## src/design/trhm_pkg.sv

```systemverilog
// trhm_pkg: shared types, codes and defaults for the traffic rate history monitor.
// No dependencies; used by every module of the block but trhm_peak_unit.
package trhm_pkg;

    // Default number of history slots per direction
    localparam int HISTORY_SLOTS_DEF = 32;

    // Command codes
    localparam logic [1:0] CMD_TX    = 2'd0;
    localparam logic [1:0] CMD_RX    = 2'd1;
    localparam logic [1:0] CMD_TICK  = 2'd2;
    localparam logic [1:0] CMD_QUERY = 2'd3;

    // Idle sample count at which the link reads as quiet
    localparam logic [1:0] IDLE_LIMIT = 2'd3;

    // Register index (word select bit of paddr)
    localparam logic REG_SAMPLE_PERIOD = 1'b0;

    // Input item transfer
    typedef struct packed {
        logic [1:0]  cmd;
        logic [15:0] byte_count;
        logic [4:0]  slot_index;
    } t_in_item;

    // Result item transfer
    typedef struct packed {
        logic [63:0] total_tx_bytes;
        logic [63:0] total_rx_bytes;
        logic [63:0] tx_packet_count;
        logic [63:0] rx_packet_count;
        logic        link_active;
        logic [31:0] window_peak;
        logic [31:0] slot_tx_bytes;
        logic [31:0] slot_rx_bytes;
    } t_out_item;

    // Sequencer states
    typedef enum logic [2:0] {
        ST_IDLE,
        ST_EXEC,
        ST_SCAN,
        ST_DRAIN,
        ST_QUERY,
        ST_DONE
    } t_seq_state;

    // Sequencer controls toward the datapath
    typedef struct packed {
        logic in_ready;
        logic exec;
        logic peak_clr;
        logic scan_rd;
        logic query_rd;
        logic out_load;
    } t_seq_ctl;

endpackage

```

## src/design/trhm_hist_mem.sv

```systemverilog
// trhm_hist_mem: history window storage, one word per slot holding {tx, rx}.
// Per-entry valid bits make never-written entries read as zero. Uses trhm_pkg only by name.
module trhm_hist_mem #(
    parameter int DEPTH = trhm_pkg::HISTORY_SLOTS_DEF,
    parameter int AW    = $clog2(trhm_pkg::HISTORY_SLOTS_DEF)
) (
    input  logic          i_clk,
    input  logic          i_rst_n,
    input  logic          i_we,
    input  logic [AW-1:0] i_waddr,
    input  logic [63:0]   i_wdata,
    input  logic          i_re,
    input  logic [AW-1:0] i_raddr,
    output logic [63:0]   o_rdata
);

    logic [63:0]      r_mem [DEPTH];
    logic [DEPTH-1:0] r_valid;
    logic [63:0]      r_rdata;
    logic             r_rd_valid;

    // Data array, no reset
    always_ff @(posedge i_clk) begin
        if (i_we) begin
            r_mem[i_waddr] <= i_wdata;
        end
        if (i_re) begin
            r_rdata <= r_mem[i_raddr];
        end
    end

    // Valid bits, cleared by reset
    always_ff @(posedge i_clk) begin
        if (!i_rst_n) begin
            r_valid    <= '0;
            r_rd_valid <= 1'b0;
        end else begin
            if (i_we) begin
                r_valid[i_waddr] <= 1'b1;
            end
            if (i_re) begin
                r_rd_valid <= r_valid[i_raddr];
            end
        end
    end

    assign o_rdata = r_rd_valid ? r_rdata : 64'd0;

endmodule

```

## src/design/trhm_peak_unit.sv

```systemverilog
// trhm_peak_unit: compare unit that folds one history word per cycle, while i_acc is high,
// into the running window peak. Depends on nothing.
module trhm_peak_unit (
    input  logic        i_clk,
    input  logic        i_rst_n,
    input  logic        i_clr,
    input  logic        i_acc,
    input  logic [31:0] i_tx,
    input  logic [31:0] i_rx,
    output logic [31:0] o_peak
);

    logic [31:0] r_peak;
    logic [31:0] n_peak;
    logic [31:0] w_pair_max;

    // Max of the two samples and the running value
    always_comb begin
        w_pair_max = (i_tx > i_rx) ? i_tx : i_rx;
        n_peak     = (w_pair_max > r_peak) ? w_pair_max : r_peak;
    end

    always_ff @(posedge i_clk) begin
        if (!i_rst_n) begin
            r_peak <= 32'd0;
        end else if (i_clr) begin
            r_peak <= 32'd0;
        end else if (i_acc) begin
            r_peak <= n_peak;
        end
    end

    assign o_peak = r_peak;

endmodule

```

## src/design/trhm_seq.sv

```systemverilog
// trhm_seq: steps each item: execute, rescan and drain on a sample, query, done.
// Depends on trhm_pkg (state enum and control struct).
module trhm_seq #(
    parameter int HISTORY_SLOTS = trhm_pkg::HISTORY_SLOTS_DEF,
    parameter int PW            = $clog2(trhm_pkg::HISTORY_SLOTS_DEF)
) (
    input  logic               i_clk,
    input  logic               i_rst_n,
    input  logic               i_in_fire,
    input  logic               i_sample,
    input  logic               i_out_free,
    output trhm_pkg::t_seq_ctl o_ctl,
    output logic [PW-1:0]      o_scan_addr
);

    trhm_pkg::t_seq_state r_state;
    trhm_pkg::t_seq_state n_state;
    logic [PW-1:0]        r_scan_cnt;
    logic                 w_scan_last;

    assign w_scan_last = (r_scan_cnt == PW'(HISTORY_SLOTS - 1));

    // Next state
    always_comb begin
        n_state = r_state;
        case (r_state)
            trhm_pkg::ST_IDLE: begin
                if (i_in_fire) n_state = trhm_pkg::ST_EXEC;
            end
            trhm_pkg::ST_EXEC: begin
                n_state = i_sample ? trhm_pkg::ST_SCAN : trhm_pkg::ST_QUERY;
            end
            trhm_pkg::ST_SCAN: begin
                if (w_scan_last) n_state = trhm_pkg::ST_DRAIN;
            end
            trhm_pkg::ST_DRAIN: begin
                n_state = trhm_pkg::ST_QUERY;
            end
            trhm_pkg::ST_QUERY: begin
                n_state = trhm_pkg::ST_DONE;
            end
            trhm_pkg::ST_DONE: begin
                if (i_out_free) n_state = trhm_pkg::ST_IDLE;
            end
            default: begin
                n_state = trhm_pkg::ST_IDLE;
            end
        endcase
    end

    // Control outputs
    always_comb begin
        o_ctl = '0;
        case (r_state)
            trhm_pkg::ST_IDLE: begin
                o_ctl.in_ready = 1'b1;
            end
            trhm_pkg::ST_EXEC: begin
                o_ctl.exec     = 1'b1;
                o_ctl.peak_clr = i_sample;
            end
            trhm_pkg::ST_SCAN: begin
                o_ctl.scan_rd = 1'b1;
            end
            trhm_pkg::ST_QUERY: begin
                o_ctl.query_rd = 1'b1;
            end
            trhm_pkg::ST_DONE: begin
                o_ctl.out_load = i_out_free;
            end
            default: begin
                o_ctl = '0;
            end
        endcase
    end

    // State and scan counter
    always_ff @(posedge i_clk) begin
        if (!i_rst_n) begin
            r_state    <= trhm_pkg::ST_IDLE;
            r_scan_cnt <= '0;
        end else begin
            r_state <= n_state;
            if (r_state == trhm_pkg::ST_EXEC) begin
                r_scan_cnt <= '0;
            end else if (r_state == trhm_pkg::ST_SCAN && !w_scan_last) begin
                r_scan_cnt <= r_scan_cnt + 1'b1;
            end
        end
    end

    assign o_scan_addr = r_scan_cnt;

endmodule

```

## src/design/traffic_rate_history_monitor_unit.sv

```systemverilog
// Traffic rate history monitor: byte/packet totals, sampled history window and peak.
// Each item passes the execute, query and done states before its result is registered; a
// sampling tick adds the peak rescan, one history word per cycle through the single memory
// read port, and a drain state. No new item is taken until the last result is loaded.
// Reset (synchronous, active low) clears totals, pending sums, countdown, peak, period and
// history valid bits at once; idle count resets to quiet. Uses trhm_pkg and the submodules.
module traffic_rate_history_monitor_unit #(
    parameter int HISTORY_SLOTS = trhm_pkg::HISTORY_SLOTS_DEF
) (
    input  logic                i_clk,
    input  logic                i_rst_n,
    // input channel
    input  logic                i_in_valid,
    output logic                o_in_ready,
    input  trhm_pkg::t_in_item  i_in_data,
    // result channel
    output logic                o_out_valid,
    input  logic                i_out_ready,
    output trhm_pkg::t_out_item o_out_data,
    // configuration port
    input  logic                psel,
    input  logic                penable,
    input  logic                pwrite,
    input  logic [2:0]          paddr,
    input  logic [31:0]         pwdata,
    output logic [31:0]         prdata,
    output logic                pready
);

    localparam int PW = $clog2(HISTORY_SLOTS);
    localparam int SW = ((PW > 5) ? PW : 5) + 1;

    trhm_pkg::t_seq_ctl w_ctl;
    logic [PW-1:0]      w_scan_addr;
    logic               w_in_fire;
    logic               w_out_free;
    logic               w_sample;

    // Configuration
    logic [23:0] r_period;

    // Captured item
    logic [1:0]  r_cmd;
    logic [15:0] r_len;
    logic [4:0]  r_slot;

    // Counters and sampling state
    logic [63:0]   r_tx_total, n_tx_total;
    logic [63:0]   r_rx_total, n_rx_total;
    logic [63:0]   r_tx_pkts, n_tx_pkts;
    logic [63:0]   r_rx_pkts, n_rx_pkts;
    logic [31:0]   r_pend_tx, n_pend_tx;
    logic [31:0]   r_pend_rx, n_pend_rx;
    logic [1:0]    r_idle, n_idle;
    logic [23:0]   r_ticks, n_ticks;
    logic [PW-1:0] r_head, n_head;
    logic          r_acc;

    // Memory and peak
    logic [63:0]   w_rdata;
    logic [PW-1:0] w_raddr;
    logic [PW-1:0] w_qaddr;
    logic [PW:0]   w_qsum;
    logic [SW-1:0] w_slot_ext;
    logic          w_slot_ok;
    logic [31:0]   w_peak;

    // Output register
    logic                r_out_valid;
    trhm_pkg::t_out_item r_out_data;

    assign w_in_fire  = i_in_valid && o_in_ready;
    assign w_out_free = !r_out_valid || i_out_ready;
    assign w_sample   = (r_cmd == trhm_pkg::CMD_TICK) && (r_ticks == 24'd0);
    assign o_in_ready = w_ctl.in_ready;

    // Sequencer
    trhm_seq #(
        .HISTORY_SLOTS (HISTORY_SLOTS),
        .PW            (PW)
    ) u_seq (
        .i_clk       (i_clk),
        .i_rst_n     (i_rst_n),
        .i_in_fire   (w_in_fire),
        .i_sample    (w_sample),
        .i_out_free  (w_out_free),
        .o_ctl       (w_ctl),
        .o_scan_addr (w_scan_addr)
    );

    // Configuration port: writes land on the access phase
    assign pready = 1'b1;
    assign prdata = (paddr[2] == trhm_pkg::REG_SAMPLE_PERIOD) ? {8'd0, r_period} : 32'd0;

    always_ff @(posedge i_clk) begin
        if (!i_rst_n) begin
            r_period <= 24'd0;
        end else if (psel && penable && pwrite && pready
                     && paddr[2] == trhm_pkg::REG_SAMPLE_PERIOD) begin
            r_period <= pwdata[23:0];
        end
    end

    // Capture the item on transfer
    always_ff @(posedge i_clk) begin
        if (w_in_fire) begin
            r_cmd  <= i_in_data.cmd;
            r_len  <= i_in_data.byte_count;
            r_slot <= i_in_data.slot_index;
        end
    end

    // Item execution
    always_comb begin
        n_tx_total = r_tx_total;
        n_rx_total = r_rx_total;
        n_tx_pkts  = r_tx_pkts;
        n_rx_pkts  = r_rx_pkts;
        n_pend_tx  = r_pend_tx;
        n_pend_rx  = r_pend_rx;
        n_idle     = r_idle;
        n_ticks    = r_ticks;
        n_head     = r_head;
        case (r_cmd)
            trhm_pkg::CMD_TX: begin
                n_tx_total = r_tx_total + 64'(r_len);
                n_tx_pkts  = r_tx_pkts + 64'd1;
                n_pend_tx  = r_pend_tx + 32'(r_len);
                n_idle     = 2'd0;
            end
            trhm_pkg::CMD_RX: begin
                if (r_len != 16'd0) begin
                    n_rx_total = r_rx_total + 64'(r_len);
                    n_rx_pkts  = r_rx_pkts + 64'd1;
                    n_pend_rx  = r_pend_rx + 32'(r_len);
                    n_idle     = 2'd0;
                end
            end
            trhm_pkg::CMD_TICK: begin
                if (w_sample) begin
                    // new sample overwrites the oldest slot
                    n_head    = (r_head == PW'(HISTORY_SLOTS - 1)) ? '0 : r_head + 1'b1;
                    n_pend_tx = 32'd0;
                    n_pend_rx = 32'd0;
                    if (r_pend_tx == 32'd0 && r_pend_rx == 32'd0) begin
                        n_idle = (r_idle == trhm_pkg::IDLE_LIMIT) ? r_idle : r_idle + 2'd1;
                    end else begin
                        n_idle = 2'd0;
                    end
                    n_ticks = (r_period > 24'd1) ? r_period - 24'd1 : 24'd0;
                end else begin
                    n_ticks = r_ticks - 24'd1;
                end
            end
            default: begin
                // query only: no state change
            end
        endcase
    end

    always_ff @(posedge i_clk) begin
        if (!i_rst_n) begin
            r_tx_total <= 64'd0;
            r_rx_total <= 64'd0;
            r_tx_pkts  <= 64'd0;
            r_rx_pkts  <= 64'd0;
            r_pend_tx  <= 32'd0;
            r_pend_rx  <= 32'd0;
            r_idle     <= trhm_pkg::IDLE_LIMIT;
            r_ticks    <= 24'd0;
            r_head     <= '0;
            r_acc      <= 1'b0;
        end else begin
            r_acc <= w_ctl.scan_rd;
            if (w_ctl.exec) begin
                r_tx_total <= n_tx_total;
                r_rx_total <= n_rx_total;
                r_tx_pkts  <= n_tx_pkts;
                r_rx_pkts  <= n_rx_pkts;
                r_pend_tx  <= n_pend_tx;
                r_pend_rx  <= n_pend_rx;
                r_idle     <= n_idle;
                r_ticks    <= n_ticks;
                r_head     <= n_head;
            end
        end
    end

    // Logical slot to physical entry: oldest slot sits at the head
    assign w_slot_ext = SW'(r_slot);
    assign w_slot_ok  = w_slot_ext < SW'(HISTORY_SLOTS);
    assign w_qsum     = {1'b0, r_head} + {1'b0, w_slot_ext[PW-1:0]};
    assign w_qaddr    = (w_qsum >= (PW+1)'(HISTORY_SLOTS))
                        ? PW'(w_qsum - (PW+1)'(HISTORY_SLOTS)) : w_qsum[PW-1:0];
    assign w_raddr    = w_ctl.scan_rd ? w_scan_addr : w_qaddr;

    // History window
    trhm_hist_mem #(
        .DEPTH (HISTORY_SLOTS),
        .AW    (PW)
    ) u_hist (
        .i_clk   (i_clk),
        .i_rst_n (i_rst_n),
        .i_we    (w_ctl.exec && w_sample),
        .i_waddr (r_head),
        .i_wdata ({r_pend_tx, r_pend_rx}),
        .i_re    (w_ctl.scan_rd || w_ctl.query_rd),
        .i_raddr (w_raddr),
        .o_rdata (w_rdata)
    );

    // Peak rescan, one word per cycle
    trhm_peak_unit u_peak (
        .i_clk   (i_clk),
        .i_rst_n (i_rst_n),
        .i_clr   (w_ctl.peak_clr),
        .i_acc   (r_acc),
        .i_tx    (w_rdata[63:32]),
        .i_rx    (w_rdata[31:0]),
        .o_peak  (w_peak)
    );

    // Result register
    always_ff @(posedge i_clk) begin
        if (w_ctl.out_load) begin
            r_out_data.total_tx_bytes  <= r_tx_total;
            r_out_data.total_rx_bytes  <= r_rx_total;
            r_out_data.tx_packet_count <= r_tx_pkts;
            r_out_data.rx_packet_count <= r_rx_pkts;
            r_out_data.link_active     <= (r_idle < trhm_pkg::IDLE_LIMIT);
            r_out_data.window_peak     <= w_peak;
            r_out_data.slot_tx_bytes   <= w_slot_ok ? w_rdata[63:32] : 32'd0;
            r_out_data.slot_rx_bytes   <= w_slot_ok ? w_rdata[31:0] : 32'd0;
        end
    end

    always_ff @(posedge i_clk) begin
        if (!i_rst_n) begin
            r_out_valid <= 1'b0;
        end else if (w_ctl.out_load) begin
            r_out_valid <= 1'b1;
        end else if (i_out_ready) begin
            r_out_valid <= 1'b0;
        end
    end

    assign o_out_valid = r_out_valid;
    assign o_out_data  = r_out_data;

endmodule

```

## config.mk

```make
export PLATFORM = sky130hd
export DESIGN_NAME = traffic_rate_history_monitor_unit
export DESIGN_NICKNAME = d
export VERILOG_FILES = /design/src/design/trhm_pkg.sv /design/src/design/trhm_hist_mem.sv /design/src/design/trhm_peak_unit.sv /design/src/design/trhm_seq.sv /design/src/design/traffic_rate_history_monitor_unit.sv
export SDC_FILE = /design/constraint.sdc
export NUM_CORES = 2
export LEC_CHECK = 0
export BUFFER_PORTS_ARGS = -buffer_cell sky130_fd_sc_hd__buf_2
export CAP_MARGIN = 10
export CELL_PAD_IN_SITES_DETAIL_PLACEMENT = 0
export CELL_PAD_IN_SITES_GLOBAL_PLACEMENT = 1
export CORE_MARGIN = 4
export CORE_UTILIZATION = 30
export DETAILED_ROUTE_END_ITERATION = 10
export GPL_ROUTABILITY_DRIVEN = 0
export MAX_ROUTING_LAYER = met4
export PLACE_DENSITY = 0.58
export RECOVER_POWER = 25
export SYNTH_ARGS = -nofsm -noshare
export SYNTH_HDL_FRONTEND = slang
export SYNTH_HIERARCHICAL = 1
export SYNTH_SLANG_ARGS = --single-unit
```

## constraint.sdc

```tcl
create_clock -name i_clk -period 49.8 [get_ports i_clk]
set_clock_uncertainty 0.15 [all_clocks]
set_input_delay 4.98 -clock i_clk [delete_from_list [all_inputs] [get_ports i_clk]]
set_output_delay 4.98 -clock i_clk [all_outputs]
set_load 0.005 [all_outputs]
```

==> results by group <==
Status
  – Outcome: complete, but fails checks
  – Failing checks: capacitance limit, slew limit

Layout
  – Layout area overhead: 16.6%
  – Commonest non-fill, non-tap cell in the layout: edfxtp_1
  – Share of cells above drive strength 1: about 23%
  – Most frequent cells in the layout: edfxtp_1, mux4_2, dfxtp_1
  – Final nets: 7660
  – Fillers: around 37k

Placed design
  – Port Buffer Count: 433
  – Detail Placement HPWL: 200 mm

STA
  – Max-slew violations: 901
  – RSZ-0062 raised after global routing: false
  – Setup TNS: 0 ns
  – Max Fclk: 92.3 MHz
  – Hold Slack: just over 0.3 ns
  – Worst slew pin tran: 1.90 ns
  – # setup viols final: 0
  – Relative slew slack: -26.5%
  – Final Critical Period: approximately 11 ns
  – Fin. Hold Viols: 0
  – Tcrit/Tclk final: between 20% and 30%

CTS
  – Inserted Clock Buffers: 323
  – H-tree Lvls: 5
  – Root buf cell: clkbuf_16
  – Post-CTS Setup Repair Bufs: 0
  – Number of hold buffers added after cts: 0
  – Number of clock sinks: 2938
  – Post-cts sizing count: 0
  – TritonCTS clock tree: built
  – Clock Latency Late Sink: 0.94 ns
  – CTS max path bufs: 4
  – Worst-path clk slew: 0.05 ns

GRT
  – First-pass GRT wire length: 492 mm
  – Vias in the first global route: about 67k
  – Met2 Use GR: 26.7%
  – Total GRT Usage: 17.3%
  – Largest net degree at the start of global routing: about 130
  – Met3 usage in global routing: under 10%
  – GR peak layer: met2
  – Grt total ovfl: 0
  – Initial antenna violation count: 48
  – Met1 Usage GRT: 23.3%

Worst setup path
  – Critical path class: input port to primary output
  – Crit path cell chain: buf_2 > nor2b_1 > buf_2
  – Crit path largest cell delay: 0.45 ns
  – Critical Path Fanout Max: 26
  – CP startpoint kind: input port
  – Worst Path Buf+Inv: 2
  – CP Capture Type: primary output
  – Crit-path slowest cell: buf_2
  – Critical path arrival: ~5.7 ns
  – Top delay family on crit path: buffers and inverters
  – CP most frequent cell: buf_2
  – Worst path required time: roughly 45 ns

Synthesis
  – Synthesized area per cell: 17.3 µm²
  – Synth Register Bits: 2938
  – FFs w/ async S/R, synth: 0%
  – Largest cells by area after synthesis: edfxtp_1, mux4_2, dfxtp_1, ha_1, nand2_1
  – Synth top area share: 63.7%
  – Cell taking the most area after synthesis: edfxtp_1
  – Post-synth EDFFs: 2488
  – Cell area after synthesis: 0.117 mm²
  – Post-synth top flop: edfxtp_1
  – Syn. warnings: 6
  – Post-synthesis sequential area ratio: 71.4%
  – Synth Instances: 6800
  – Cell variety after synth: 97

Pwr
  – Pwr Density: 48.6 mW/mm²
  – Leakage: 0.0447 µW
  – Clock share of power: 35.0%
  – Max VDD drop: between 80 and 90 µV
  – Sw Pwr: 1960 µW
  – Switching Share: between 20 and 30%
  – Proportion of power drawn by combinational gates: 23.0%
  – Internal Pwr Total: approximately 4700 µW
  – Sequential share of power: 42.0%

Floorplan
  – Die area: approximately 0.4 mm²
  – Core area: between 0.3 and 0.4 mm²
  – FP Rows: ~230
  – # IOs: between 400 and 500
  – Die Y: ~630 µm
  – Initial Util: 30.1%
  – Die W: between 600 and 700 µm

Detailed routing
  – DRT iter0 DRCs: 6529
  – Post-route ant nets: 0
  – First-pass detailed-route iteration total: 6
  – Routed via count: ~67k
  – WL/cell: 26.8 µm
  – Vias/cell: approximately 5.2
  – Residual DRC: 0
  – Detailed-route wire length: 346 mm

Min path
  – Min-Delay Path Class: register to register

Run
  – MaxCap Viol Count: 26
-- final timing paths --
kind | slack (ns) | to | start | cells after the start
worst max-delay path | 38.96 | prdata[7] | paddr[2] | 3
worst min-delay path | 0.31 | o_out_data[224] | r_tx_pkts[63] | 0
worst max register to register | 42.97 | u_peak/o_peak[6] | u_hist/r_rd_valid | 18
worst min register to register | 0.31 | o_out_data[224] | r_tx_pkts[63] | 0
-- per-stage QoR --
step / utilization [%] / total power [µW] / setup slack (ns) / area [µm²] / instances
6_report: 35.1 / 6650 / 38.96 / 137000 / 12925
5_1_grt: 35.1 / 6930 / 38.83 / 137000 / 12919
4_1_cts: 35.1 / 6730 / 38.86 / 137000 / 12892
3_5_place_dp: 32.5 / 4390 / 38.86 / 127000 / 12312
3_3_place_gp: 32.5 / 4380 / 38.92 / 127000 / 12312
2_1_floorplan: - / 3870 / 28.77 / 117000 / 6807
-- cells by family after synthesis --
logic type	share of synthesized area, %
XOR/XNOR	1.38
flip-flops	71.4
multiplexers	12.9
buffers and inverters	1.65
AND/OR/NAND/NOR	6.40
AO/OA/AOI/OAI	4.69
adder cells (fa/ha/maj)	1.61
other	0.00640
-- synthesized netlist by cell type (all sizes together), types with 86 or more instances --
master	n
edfxtp	2488
mux2i	98
a21oi	237
clkbuf	187
inv	149
nor2	290
nand2	346
buf	126
ha	143
dfxtp	450
o21ai	184
nand3	163
nor4	86
xnor2	104
and2	101
mux4	611
-- layer usage --
metal	part of all wire, %	vias to the layer above
met3	7.7	488
met2	47	2378
met5	0	-
met4	2.2	0
met1	43	35400
li1	-	28499
-- registers in the layout, summed over array words and instances, names as in the netlist, 2 cells and up --
| register | cells |
|---|---|
| u_hist/r_mem | 2048 |
| o_out_data | 353 |
| r_rx_pkts | 64 |
| r_rx_total | 64 |
| r_tx_pkts | 64 |
| r_tx_total | 64 |
| u_hist/r_rdata | 64 |
| r_pend_rx | 32 |
| r_pend_tx | 32 |
| u_hist/r_valid | 32 |
| u_peak/o_peak | 32 |
| r_period | 24 |
| r_ticks | 24 |
| r_len | 16 |
| r_head | 5 |
| r_slot | 5 |
| u_seq/o_scan_addr | 5 |
| u_seq/r_state | 3 |
| r_cmd | 2 |
| r_idle | 2 |
-- layout make-up --
type | instances | area (µm²) | share of cell area [%]
multi-input cells | 3407 | 32100 | 23.5
diodes | 26 | 65.1 | 0.0476
inverters | 149 | 567 | 0.414
repair buffers | 628 | 3570 | 2.61
clock buffers | 424 | 8750 | 6.40
well taps | 5197 | 6500 | 4.75
flip-flops and latches | 2938 | 83700 | 61.2
clock inverters | 156 | 1470 | 1.07
-- power groups by stage --
stage               clock, µW  combinational (µW)  sequential, µW
finish                   2330                1530            2800
global route             2490                1640            2800
CTS                      2390                1550            2800
detailed placement          0                1540            2850
global placement            0                1540            2850
floorplan                   0                1020            2850
Note: power is estimated with default switching activity, not from simulation.
